## src/rtl/core/renc_q15_pkg.sv

```systemverilog
package renc_q15_pkg;

  // Item kinds
  localparam logic [1:0] KIND_CDF    = 2'd0;
  localparam logic [1:0] KIND_BIT    = 2'd1;
  localparam logic [1:0] KIND_EQUI   = 2'd2;
  localparam logic [1:0] KIND_FINISH = 2'd3;

  // Default parameter values
  localparam int MAX_SYMBOLS_DEF = 16;
  localparam int FF_RUN_MAX_DEF  = 48;

  // Queue depths
  localparam int CMD_DEPTH = 2;
  localparam int OUT_DEPTH = 2;

  // Coder constants
  localparam logic [15:0]        RANGE_RESET = 16'h8000;
  localparam logic [6:0]         PEND_RESET  = 7'h77;      // -9
  localparam logic [15:0]        MIN_PROB    = 16'd4;
  localparam logic [63:0]        ROUND_MASK  = 64'h3FFF;
  localparam logic [63:0]        FINISH_BIT  = 64'h4000;
  localparam logic signed [7:0]  FLUSH_AT    = 8'sd40;
  localparam logic signed [7:0]  WIN_OFF     = 8'sd24;
  localparam logic signed [7:0]  FIN_OFF     = 8'sd9;
  localparam logic [7:0]         BYTE_FF     = 8'hFF;

  // Byte batch handed from the interval front end to the byte release unit.
  // Bytes are packed most significant first: byte j of the batch, counted from the
  // least significant end, sits at bytes[8*j +: 8].
  typedef struct packed {
    logic        fin;
    logic        carry;
    logic [2:0]  nbytes;
    logic [55:0] bytes;
  } cmd_t;

  typedef struct packed {
    logic [7:0]  out_byte;
    logic        last_of_run;
    logic        end_of_stream;
    logic [23:0] stream_bytes;
    logic        run_overflow;
  } out_rec_t;

endpackage

```

## src/rtl/core/range_encoder_cdf_q15_top.sv

```systemverilog
// Q15 multi-symbol range encoder. Each request encodes one symbol (cdf bounds,
// a bit with a Q15 probability of one, or an equiprobable bit) or, with kind 3,
// closes the stream, releases every byte still held and returns to the reset state.
// Coded bytes come out in stream order with carries already resolved; last_of_run
// marks the final byte a request releases, and end_of_stream with stream_bytes
// marks the final byte of the stream. run_overflow is sticky until the next finish.
// The front end narrows the interval for a request in its idle state and renormalizes
// in its second state; it takes no new request until that is done, and it stalls
// there while its 2-entry batch queue is full. A request that moves no bytes out of
// the window never reaches the byte release unit. The byte release unit sets the
// sustained rate: it takes one batch at a time and releases each carried byte, each
// byte moved out of the window (up to 7) and each released 0xFF run byte in turn.
module range_encoder_cdf_q15_top #(
  parameter int MAX_SYMBOLS = renc_q15_pkg::MAX_SYMBOLS_DEF,
  parameter int FF_RUN_MAX  = renc_q15_pkg::FF_RUN_MAX_DEF
) (
  input  logic        clk,
  input  logic        rst,
  input  logic        push,
  output logic        full,
  input  logic [1:0]  kind,
  input  logic [3:0]  symbol,
  input  logic [4:0]  num_symbols,
  input  logic [15:0] upper_icdf,
  input  logic [15:0] lower_icdf,
  input  logic        bit_value,
  input  logic [15:0] prob_one,
  output logic        empty,
  input  logic        pop,
  output logic [7:0]  out_byte,
  output logic        last_of_run,
  output logic        end_of_stream,
  output logic [23:0] stream_bytes,
  output logic        run_overflow
);

  localparam int CMD_W = $bits(renc_q15_pkg::cmd_t);
  localparam int OUT_W = $bits(renc_q15_pkg::out_rec_t);

  logic                    cmd_push;
  logic                    cmd_full;
  logic                    cmd_empty;
  logic                    cmd_pop;
  renc_q15_pkg::cmd_t      cmd_wr;
  logic [CMD_W-1:0]        cmd_rd_bits;
  renc_q15_pkg::cmd_t      cmd_rd;
  logic                    rec_push;
  logic                    rec_full;
  renc_q15_pkg::out_rec_t  rec_wr;
  logic [OUT_W-1:0]        rec_rd_bits;
  renc_q15_pkg::out_rec_t  rec_rd;

  renc_q15_front #(
    .MAX_SYMBOLS (MAX_SYMBOLS)
  ) u_front (
    .clk         (clk),
    .rst         (rst),
    .push        (push),
    .full        (full),
    .kind        (kind),
    .symbol      (symbol),
    .num_symbols (num_symbols),
    .upper_icdf  (upper_icdf),
    .lower_icdf  (lower_icdf),
    .bit_value   (bit_value),
    .prob_one    (prob_one),
    .cmd_push    (cmd_push),
    .cmd         (cmd_wr),
    .cmd_full    (cmd_full)
  );

  renc_q15_fifo #(
    .WIDTH (CMD_W),
    .DEPTH (renc_q15_pkg::CMD_DEPTH)
  ) u_cmd_q (
    .clk     (clk),
    .rst     (rst),
    .wr_en   (cmd_push),
    .wr_data (CMD_W'(cmd_wr)),
    .full    (cmd_full),
    .rd_en   (cmd_pop),
    .rd_data (cmd_rd_bits),
    .empty   (cmd_empty)
  );

  assign cmd_rd = renc_q15_pkg::cmd_t'(cmd_rd_bits);

  renc_q15_back #(
    .FF_RUN_MAX (FF_RUN_MAX)
  ) u_back (
    .clk       (clk),
    .rst       (rst),
    .cmd_empty (cmd_empty),
    .cmd_in    (cmd_rd),
    .cmd_pop   (cmd_pop),
    .out_push  (rec_push),
    .out_rec   (rec_wr),
    .out_full  (rec_full)
  );

  renc_q15_fifo #(
    .WIDTH (OUT_W),
    .DEPTH (renc_q15_pkg::OUT_DEPTH)
  ) u_out_q (
    .clk     (clk),
    .rst     (rst),
    .wr_en   (rec_push),
    .wr_data (OUT_W'(rec_wr)),
    .full    (rec_full),
    .rd_en   (pop),
    .rd_data (rec_rd_bits),
    .empty   (empty)
  );

  // Unpack the oldest result onto the ports
  assign rec_rd        = renc_q15_pkg::out_rec_t'(rec_rd_bits);
  assign out_byte      = rec_rd.out_byte;
  assign last_of_run   = rec_rd.last_of_run;
  assign end_of_stream = rec_rd.end_of_stream;
  assign stream_bytes  = rec_rd.stream_bytes;
  assign run_overflow  = rec_rd.run_overflow;

endmodule

```

## src/rtl/core/renc_q15_fifo.sv

```systemverilog
module renc_q15_fifo #(
  parameter int WIDTH = 8,
  parameter int DEPTH = 2
) (
  input  logic             clk,
  input  logic             rst,
  input  logic             wr_en,
  input  logic [WIDTH-1:0] wr_data,
  output logic             full,
  input  logic             rd_en,
  output logic [WIDTH-1:0] rd_data,
  output logic             empty
);

  localparam int PTR_W = (DEPTH > 1) ? $clog2(DEPTH) : 1;
  localparam int CNT_W = $clog2(DEPTH + 1);

  logic [WIDTH-1:0] mem [DEPTH];
  logic [PTR_W-1:0] wr_ptr;
  logic [PTR_W-1:0] rd_ptr;
  logic [CNT_W-1:0] count;
  logic             do_wr;
  logic             do_rd;

  assign full    = (count == CNT_W'(DEPTH));
  assign empty   = (count == '0);
  assign do_wr   = wr_en && !full;
  assign do_rd   = rd_en && !empty;
  assign rd_data = mem[rd_ptr];

  // Store entries
  always_ff @(posedge clk) begin
    if (do_wr) begin
      mem[wr_ptr] <= wr_data;
    end
  end

  // Advance pointers and track fill level
  always_ff @(posedge clk) begin
    if (rst) begin
      wr_ptr <= '0;
      rd_ptr <= '0;
      count  <= '0;
    end else begin
      if (do_wr) begin
        wr_ptr <= (wr_ptr == PTR_W'(DEPTH - 1)) ? '0 : wr_ptr + 1'b1;
      end
      if (do_rd) begin
        rd_ptr <= (rd_ptr == PTR_W'(DEPTH - 1)) ? '0 : rd_ptr + 1'b1;
      end
      unique case ({do_wr, do_rd})
        2'b10:   count <= count + 1'b1;
        2'b01:   count <= count - 1'b1;
        default: count <= count;
      endcase
    end
  end

endmodule

```

## src/rtl/core/renc_q15_front.sv

```systemverilog
module renc_q15_front #(
  parameter int MAX_SYMBOLS = renc_q15_pkg::MAX_SYMBOLS_DEF
) (
  input  logic                clk,
  input  logic                rst,
  input  logic                push,
  output logic                full,
  input  logic [1:0]          kind,
  input  logic [3:0]          symbol,
  input  logic [4:0]          num_symbols,
  input  logic [15:0]         upper_icdf,
  input  logic [15:0]         lower_icdf,
  input  logic                bit_value,
  input  logic [15:0]         prob_one,
  output logic                cmd_push,
  output renc_q15_pkg::cmd_t  cmd,
  input  logic                cmd_full
);

  typedef enum logic {S_IDLE, S_NORM} state_t;

  state_t      state;
  logic [63:0] coder_low;
  logic [15:0] coder_range;
  logic [6:0]  pend;
  logic        fin;

  logic [7:0]  rhi;
  logic [4:0]  ns;
  logic [15:0] temp;
  logic [17:0] pu;
  logic [17:0] pl;
  logic [17:0] pf;
  logic [15:0] u;
  logic [15:0] v;
  logic [15:0] rb;
  logic [15:0] add_val;
  logic [15:0] r_calc;
  logic [63:0] l_calc;

  logic [3:0]         d;
  logic signed [7:0]  c8;
  logic signed [7:0]  s8;
  logic signed [7:0]  cc8;
  logic signed [7:0]  t8;
  logic signed [7:0]  sh8;
  logic [2:0]         nn;
  logic [2:0]         nf;
  logic [2:0]         nb;
  logic               flush;
  logic               need_push;
  logic [63:0]        e;
  logic [63:0]        src;
  logic [3:0]         amt;
  logic [63:0]        shv;
  logic [63:0]        mask;
  logic [63:0]        low_next;

  function automatic logic [3:0] lead_zeros(input logic [15:0] r);
    logic [3:0] z;
    z = 4'd15;
    for (int i = 0; i < 16; i++) begin
      if (r[i]) z = 4'(15 - i);
    end
    return z;
  endfunction

  assign full = (state != S_IDLE);

  // Narrow the interval for the incoming symbol
  always_comb begin
    rhi     = coder_range[15:8];
    ns      = (num_symbols > 5'(MAX_SYMBOLS)) ? 5'(MAX_SYMBOLS) : num_symbols;
    temp    = (16'(ns) - 16'd1 - 16'(symbol)) << 2;
    pu      = 18'(rhi) * 18'(upper_icdf[15:6]);
    pl      = 18'(rhi) * 18'(lower_icdf[15:6]);
    pf      = 18'(rhi) * 18'(prob_one[15:6]);
    u       = 16'(pu >> 1) + temp + renc_q15_pkg::MIN_PROB;
    v       = (kind == renc_q15_pkg::KIND_BIT) ? 16'(pf >> 1) + renc_q15_pkg::MIN_PROB
                                              : 16'({rhi, 7'd0}) + renc_q15_pkg::MIN_PROB;
    rb      = coder_range - v;
    add_val = '0;
    r_calc  = coder_range;
    unique case (kind)
      renc_q15_pkg::KIND_CDF: begin
        if (symbol != 4'd0) begin
          add_val = coder_range - u;
          r_calc  = u - 16'(pl >> 1) - temp;
        end else begin
          r_calc  = coder_range - 16'(pl >> 1) - temp;
        end
      end
      renc_q15_pkg::KIND_BIT, renc_q15_pkg::KIND_EQUI: begin
        if (bit_value) begin
          add_val = rb;
          r_calc  = v;
        end else begin
          r_calc  = rb;
        end
      end
      renc_q15_pkg::KIND_FINISH: begin
        r_calc = coder_range;
      end
    endcase
    l_calc = coder_low + 64'(add_val);
  end

  // Renormalize, or build the closing bytes of the stream
  always_comb begin
    d         = lead_zeros(coder_range);
    c8        = {pend[6], pend};
    s8        = c8 + $signed({4'd0, d});
    flush     = (s8 >= renc_q15_pkg::FLUSH_AT);
    nn        = s8[5:3] + 3'd1;
    cc8       = c8 + renc_q15_pkg::WIN_OFF - $signed({2'b00, nn, 3'b000});
    t8        = c8 + renc_q15_pkg::FIN_OFF;
    nf        = t8[5:3] + 3'd1;
    sh8       = c8 + renc_q15_pkg::WIN_OFF - $signed({2'b00, nf, 3'b000});
    e         = ((coder_low + renc_q15_pkg::ROUND_MASK) & ~renc_q15_pkg::ROUND_MASK)
                | renc_q15_pkg::FINISH_BIT;
    src       = fin ? e : coder_low;
    amt       = fin ? sh8[3:0] : cc8[3:0];
    shv       = src >> amt;
    nb        = fin ? nf : (flush ? nn : 3'd0);
    mask      = (64'd1 << cc8[3:0]) - 64'd1;
    low_next  = (flush ? (coder_low & mask) : coder_low) << d;
    need_push = fin || flush;
    cmd.fin    = fin;
    cmd.nbytes = nb;
    cmd.bytes  = shv[55:0];
    cmd.carry  = shv[{nb, 3'b000}];
    cmd_push   = (state == S_NORM) && need_push && !cmd_full;
  end

  // Hold coder state and step through accept and renormalize
  always_ff @(posedge clk) begin
    if (rst) begin
      state       <= S_IDLE;
      coder_low   <= '0;
      coder_range <= renc_q15_pkg::RANGE_RESET;
      pend        <= renc_q15_pkg::PEND_RESET;
      fin         <= 1'b0;
    end else begin
      unique case (state)
        S_IDLE: begin
          if (push) begin
            coder_low   <= l_calc;
            coder_range <= r_calc;
            fin         <= (kind == renc_q15_pkg::KIND_FINISH);
            state       <= S_NORM;
          end
        end
        S_NORM: begin
          if (!(need_push && cmd_full)) begin
            if (fin) begin
              coder_low   <= '0;
              coder_range <= renc_q15_pkg::RANGE_RESET;
              pend        <= renc_q15_pkg::PEND_RESET;
            end else begin
              coder_low   <= low_next;
              coder_range <= coder_range << d;
              pend        <= flush ? {4'b1111, s8[2:0]} : s8[6:0];
            end
            fin   <= 1'b0;
            state <= S_IDLE;
          end
        end
      endcase
    end
  end

endmodule

```

## src/rtl/core/renc_q15_back.sv

```systemverilog
module renc_q15_back #(
  parameter int FF_RUN_MAX = renc_q15_pkg::FF_RUN_MAX_DEF
) (
  input  logic                    clk,
  input  logic                    rst,
  input  logic                    cmd_empty,
  input  renc_q15_pkg::cmd_t      cmd_in,
  output logic                    cmd_pop,
  output logic                    out_push,
  output renc_q15_pkg::out_rec_t  out_rec,
  input  logic                    out_full
);

  localparam int RUN_W = $clog2(FF_RUN_MAX + 1);

  typedef enum logic [2:0] {
    S_IDLE, S_CARRY, S_CARRY_RUN, S_BYTE, S_REL_RUN, S_FIN, S_FIN_RUN, S_DONE
  } state_t;

  state_t              state;
  renc_q15_pkg::cmd_t  cmd;
  logic [2:0]          k;
  logic [7:0]          held_byte;
  logic                held_valid;
  logic [RUN_W-1:0]    run_len;
  logic [23:0]         total;
  logic                ovf;
  logic                stage_valid;
  logic [7:0]          stage_byte;

  logic                can_emit;
  logic                emit_en;
  logic [7:0]          emit_byte;
  logic [2:0]          cur_idx;
  logic [7:0]          cur_byte;
  logic                at_end;
  logic                final_flush;

  // Replay the byte batch on a copy of the run state to get the item's overflow flag
  function automatic logic item_ovf(input logic hv_in, input logic [RUN_W-1:0] run_in,
                                    input logic ovf_in, input renc_q15_pkg::cmd_t c);
    logic             hv;
    logic [RUN_W-1:0] rn;
    logic             o;
    logic [2:0]       idx;
    logic [7:0]       b;
    hv  = hv_in;
    rn  = run_in;
    o   = ovf_in;
    idx = '0;
    b   = '0;
    if (c.carry && hv) begin
      hv = 1'b0;
      rn = '0;
    end
    for (int i = 0; i < 7; i++) begin
      if (3'(i) < c.nbytes) begin
        idx = c.nbytes - 3'd1 - 3'(i);
        b   = c.bytes[{idx, 3'b000} +: 8];
        if (!hv) begin
          hv = 1'b1;
        end else if (b == renc_q15_pkg::BYTE_FF) begin
          if (rn < RUN_W'(FF_RUN_MAX)) rn = rn + 1'b1;
          else o = 1'b1;
        end else begin
          rn = '0;
        end
      end
    end
    return o;
  endfunction

  assign can_emit    = !stage_valid || !out_full;
  assign cur_idx     = cmd.nbytes - 3'd1 - k;
  assign cur_byte    = cmd.bytes[{cur_idx, 3'b000} +: 8];
  assign at_end      = (k == cmd.nbytes);
  assign cmd_pop     = (state == S_IDLE) && !cmd_empty;
  assign final_flush = (state == S_DONE) && stage_valid && !out_full;

  // Pick the byte released this cycle
  always_comb begin
    emit_en   = 1'b0;
    emit_byte = '0;
    unique case (state)
      S_CARRY: begin
        emit_en   = held_valid && can_emit;
        emit_byte = held_byte + 8'd1;
      end
      S_CARRY_RUN: begin
        emit_en   = can_emit;
        emit_byte = 8'h00;
      end
      S_BYTE: begin
        emit_en   = !at_end && held_valid && (cur_byte != renc_q15_pkg::BYTE_FF) && can_emit;
        emit_byte = held_byte;
      end
      S_REL_RUN, S_FIN_RUN: begin
        emit_en   = can_emit;
        emit_byte = renc_q15_pkg::BYTE_FF;
      end
      S_FIN: begin
        emit_en   = held_valid && can_emit;
        emit_byte = held_byte;
      end
      S_IDLE, S_DONE: begin
        emit_en = 1'b0;
      end
    endcase
  end

  // Move the staged byte out; mark it last when the item is done
  always_comb begin
    out_push              = stage_valid && (emit_en || final_flush);
    out_rec.out_byte      = stage_byte;
    out_rec.last_of_run   = (state == S_DONE);
    out_rec.end_of_stream = (state == S_DONE) && cmd.fin;
    out_rec.stream_bytes  = ((state == S_DONE) && cmd.fin) ? total : '0;
    out_rec.run_overflow  = ovf;
  end

  // Sequence carry, byte pushes and final release
  always_ff @(posedge clk) begin
    if (rst) begin
      state       <= S_IDLE;
      k           <= '0;
      held_valid  <= 1'b0;
      run_len     <= '0;
      total       <= '0;
      ovf         <= 1'b0;
      stage_valid <= 1'b0;
    end else begin
      if (emit_en) begin
        stage_byte  <= emit_byte;
        stage_valid <= 1'b1;
      end
      unique case (state)
        S_IDLE: begin
          if (!cmd_empty) begin
            cmd   <= cmd_in;
            k     <= '0;
            total <= total + 24'(cmd_in.nbytes);
            ovf   <= item_ovf(held_valid, run_len, ovf, cmd_in);
            state <= cmd_in.carry ? S_CARRY : S_BYTE;
          end
        end
        S_CARRY: begin
          if (!held_valid) begin
            state <= S_BYTE;
          end else if (can_emit) begin
            if (run_len == '0) begin
              held_valid <= 1'b0;
              state      <= S_BYTE;
            end else begin
              state <= S_CARRY_RUN;
            end
          end
        end
        S_CARRY_RUN: begin
          if (can_emit) begin
            run_len <= run_len - 1'b1;
            if (run_len == RUN_W'(1)) begin
              held_valid <= 1'b0;
              state      <= S_BYTE;
            end
          end
        end
        S_BYTE: begin
          if (at_end) begin
            state <= cmd.fin ? S_FIN : S_DONE;
          end else if (!held_valid) begin
            held_byte  <= cur_byte;
            held_valid <= 1'b1;
            k          <= k + 3'd1;
          end else if (cur_byte == renc_q15_pkg::BYTE_FF) begin
            if (run_len < RUN_W'(FF_RUN_MAX)) run_len <= run_len + 1'b1;
            k <= k + 3'd1;
          end else if (can_emit) begin
            held_byte <= cur_byte;
            k         <= k + 3'd1;
            if (run_len != '0) state <= S_REL_RUN;
          end
        end
        S_REL_RUN: begin
          if (can_emit) begin
            run_len <= run_len - 1'b1;
            if (run_len == RUN_W'(1)) state <= S_BYTE;
          end
        end
        S_FIN: begin
          if (!held_valid) begin
            state <= S_DONE;
          end else if (can_emit) begin
            if (run_len == '0) begin
              held_valid <= 1'b0;
              state      <= S_DONE;
            end else begin
              state <= S_FIN_RUN;
            end
          end
        end
        S_FIN_RUN: begin
          if (can_emit) begin
            run_len <= run_len - 1'b1;
            if (run_len == RUN_W'(1)) begin
              held_valid <= 1'b0;
              state      <= S_DONE;
            end
          end
        end
        S_DONE: begin
          if (!stage_valid || !out_full) begin
            stage_valid <= 1'b0;
            if (cmd.fin) begin
              held_byte  <= '0;
              held_valid <= 1'b0;
              run_len    <= '0;
              total      <= '0;
              ovf        <= 1'b0;
            end
            state <= S_IDLE;
          end
        end
      endcase
    end
  end

`ifndef SYNTHESIS
  a_run_bound: assert property (@(posedge clk) disable iff (rst)
    run_len <= RUN_W'(FF_RUN_MAX))
    else $error("ff run exceeds its bound");
  a_run_needs_held: assert property (@(posedge clk) disable iff (rst)
    !held_valid |-> (run_len == '0))
    else $error("ff run pending with no held byte");
  a_idle_stage_clear: assert property (@(posedge clk) disable iff (rst)
    (state == S_IDLE) |-> !stage_valid)
    else $error("staged byte left over between items");
`endif

endmodule
```

## config.mk

```make
export PLATFORM = sky130hd
export DESIGN_NAME = range_encoder_cdf_q15_top
export DESIGN_NICKNAME = d
export VERILOG_FILES = /design/src/rtl/core/renc_q15_pkg.sv /design/src/rtl/core/range_encoder_cdf_q15_top.sv /design/src/rtl/core/renc_q15_fifo.sv /design/src/rtl/core/renc_q15_front.sv /design/src/rtl/core/renc_q15_back.sv
export SDC_FILE = /design/constraint.sdc
export NUM_CORES = 2
export LEC_CHECK = 0
export BUFFER_PORTS_ARGS = -buffer_cell sky130_fd_sc_hd__buf_2
export CAP_MARGIN = 20
export CORE_UTILIZATION = 70
export CTS_BUF_LIST = sky130_fd_sc_hd__clkbuf_8 sky130_fd_sc_hd__clkbuf_16
export CTS_CLUSTER_SIZE = 30
export DETAILED_ROUTE_END_ITERATION = 8
export HOLD_SLACK_MARGIN = 0.05
export PLACE_DENSITY_LB_ADDON = 0.1
export SYNTH_ARGS = -nofsm -noshare
export SYNTH_HDL_FRONTEND = slang
export SYNTH_SLANG_ARGS = --single-unit
```

## constraint.sdc

```tcl
create_clock -name clk -period 18.8 [get_ports clk]
set_input_delay 0.94 -clock clk [delete_from_list [all_inputs] [get_ports clk]]
set_output_delay 0.94 -clock clk [all_outputs]
set_load 0.01 [all_outputs]
```

==> flow_metrics.py <==
metrics = {
    "drt": {
        "routed_via_density": 6.76,
        "drt_wl_total_um": 121000,
        "wl_met1_um": 43800,
        "drt_iter0_markers": 3907,
        "vias": 36800,
        "drc": 0,
        "wl_per_cell_um": 22.1,
        "wl_met3_um": 11100,
        "topRoutingLayerUsed": "met5",
        "drt.antenna.violating_nets": 0,
        "route.met2.wl_um": 55900,
        "drtPass1Iterations": 9,
    },
    "setup_path": {
        "critical_path_arrival_ns": 10.79,
        "cp-start-kind": "flop",
        "cp_max_fo": 20,
        "cpMaxStageDelayCell": "dfxtp_1",
        "critPathKind": "flop to flop",
        "slowest_delay_ns": 1.01,
        "rrSetupSlack_ns": 8.50,
        "end_kind": "flop",
        "crit_end": "u_front.coder_low[58]",
        "ff2ff_path_depth": 34,
        "cp_top_family": "adder cells",
        "cp.depth": 34,
        "path_buf_inv": 4,
        "rr_startpoint": "u_front.coder_range[14]",
        "crit_top_cell": "ha_1",
        "required_ns": 19.29,
        "reg2reg_to": "u_front.coder_low[58]",
        "worstSetupStartpoint": "u_front.coder_range[14]",
    },
    "cts": {
        "cts-resized-gates": 0,
        "cts_buffer_depth": 3,
        "cts_tree": "yes",
        "post_cts_buffers": 0,
        "path_clk_slew_ns": 0.06,
        "root_buffer": "clkbuf_16",
        "cts_sinks": 406,
        "cts_inserted_buffers": 44,
        "h-tree-depth": 2,
        "clock_latency_ns": 0.60,
        "hold_buffers": 0,
    },
    "yosys": {
        "synth-warning-count": 0,
        "netlist-cell-type-count": 100,
        "netlist_area_um2": 41200,
        "synth_edf_count": 268,
        "ys.flop_type": "edfxtp_1",
        "ys_seq_area_share_pct": 26.2,
        "synth_top_area_share_pct": 19.5,
        "yosysTopAreaCell": "edfxtp_1",
        "syn-num-nets": 5256,
        "ys_ff_latch": 406,
        "synthArstFlopShare_pct": 0,
        "synth_area_per_cell_um2": 8.65,
        "synth_area_leaders": "edfxtp_1, fa_1, ha_1",
        "syn-instance-count": 4764,
    },
    "grt": {
        "antenna_found_initial": 5,
        "grt_pass1_vias": 35800,
        "grt_pass1_wl_um": 190000,
        "grt_usage_pct": 39.9,
        "grt_max_degree": 68,
        "grt_overflow": 0,
    },
    "die": {
        "die_y_um": 245,
        "core_um2": 57900,
        "die-area_um2": 59900,
        "num_io_pins": 101,
        "start_util_pct": 71.2,
        "die_x_um": 245,
        "num_rows": 88,
    },
    "placed_design": {
        "hpwl_um": 88200,
        "port-buffer-count": 82,
        "place_inst": 5368,
        "routabilityCongestion": 1.01,
    },
    "timing": {
        "hold_viol_final": 0,
        "tightest_slew_ns": 1.23,
        "finalCritPeriodShare_pct": 54.8,
        "timing.fmax_mhz": 97.1,
        "period_needed_ns": 10.30,
        "holdWs_ns": 0.449,
        "maxSlewViolCount": 0,
        "rsz0062_at_grt": "no",
        "maxSlewHeadroom_pct": 18.2,
        "setup_tns_ns": 0,
        "fin_worst_skew_ns": 0.0261,
        "finalSetupViolCount": 0,
    },
    "cells_and_area": {
        "fin_cells": 5454,
        "final_common_cell": "nand2_1",
        "n_fill_cell": 4325,
        "drive_above_1_share_pct": 9.41,
        "final_util_pct": 75.1,
        "area_growth_pct": 5.49,
        "fin_nets": 5143,
        "final_cell_mix": "nand2_1, inv_1, nor2_1",
    },
    "min_path": {
        "hp-class": "flop to flop",
    },
    "run": {
        "drv_cap": 0,
    },
    "status": {
        "status": "completed",
    },
}
==> worst min path at each step <==
stage | from | to | depth (start not counted) | slack (ns)
global route | u_back.stage_byte[3] | u_out_q.mem[1][30] | 0 | 0.47
finish | u_back.stage_byte[6] | u_out_q.mem[0][33] | 0 | 0.45
global placement | u_back.stage_byte[2] | u_out_q.mem[0][29] | 0 | 0.42
CTS | u_back.stage_byte[1] | u_out_q.mem[0][28] | 0 | 0.45
floorplan | u_back.stage_byte[0] | u_out_q.mem[0][27] | 0 | 0.42
detailed placement | u_back.stage_byte[1] | u_out_q.mem[0][28] | 0 | 0.44
==> cells in the mapped netlist, drive strengths merged (39+ instances only) <==
cell type and instances:
a211oi 67, a21o 39, a21oi 285, a22o 50, and2 165, and3 68
buf 49, clkbuf 260, dfxtp 138, edfxtp 268, fa 176, ha 252
inv 378, mux2 120, mux2i 249, nand2 463, nand3 120, nand4 51
nor2 365, nor3 98, o21ai 229, xnor2 126, xor2 101
==> worst reg2reg max path, delay by kind of cell (launching register included) <==
| kind | cells | cell delay (ns) |
|---|---|---|
| fa+ha+maj | 9 | 3.73 |
| compound gates | 12 | 2.68 |
| flops | 1 | 1.01 |
| xor+xnor | 2 | 0.68 |
| buf+inv | 4 | 0.25 |
| simple gates | 7 | 1.84 |
==> final cells by class <==
| cell class | count | area [um^2] | area share (%) |
|---|---|---|---|
| Clock inverter | 35 | 329 | 0.757 |
| Tap cell | 765 | 957 | 2.20 |
| Inverter | 379 | 1430 | 3.28 |
| Clock buffer | 47 | 1140 | 2.63 |
| Sequential cell | 406 | 10800 | 24.9 |
| Multi-Input combinational cell | 3670 | 27900 | 64.1 |
| Antenna cell | 2 | 5.00 | 0.0115 |
| Timing Repair Buffer | 150 | 938 | 2.16 |
==> cells by family (layout without fill, tap and decap cells) <==
logic type,after synthesis,after routing,share of synthesized area (%)
buffers and inverters,688,611,6.43
other,0,2,0
muxes,391,391,10.6
xor gates and xnor gates,228,228,4.88
AOI/OAI and AO/OA,1081,1081,17.6
DFF,406,406,26.2
and+or+nand+nor,1542,1542,18.1
adders and majority gates,428,428,16.2
==> layer usage <==
layer | GRT usage, % | vias up
met2 | 65.4 | 1949
met1 | 47.0 | 17500
met4 | 28.3 | 6
met5 | 0 | -
met3 | 7.95 | 596
li1 | - | 16800
==> flip-flops by register name, summed over array words and instances, names as in the netlist, 6 cells and up, named ones only <==
signal,count
u_cmd_q.mem,122
u_back.total,24
u_out_q.mem,70
u_front.coder_range,16
u_back.run_len,6
u_front.pend,7
u_back.held_byte,8
u_back.cmd,60
u_front.coder_low,64
u_back.stage_byte,8
==> per-stage QoR <==
step	area [um^2]	setup WS, ns
3_3_place_gp	42000	8.91
2_1_floorplan	41200	9.50
5_1_grt	43500	8.13
3_5_place_dp	42000	8.74
6_report	43500	8.50
4_1_cts	43400	8.79
Power is left out: the tool's default activity adds up to more than one toggle a clock period on the data nets, which glitch-free logic cannot reach.
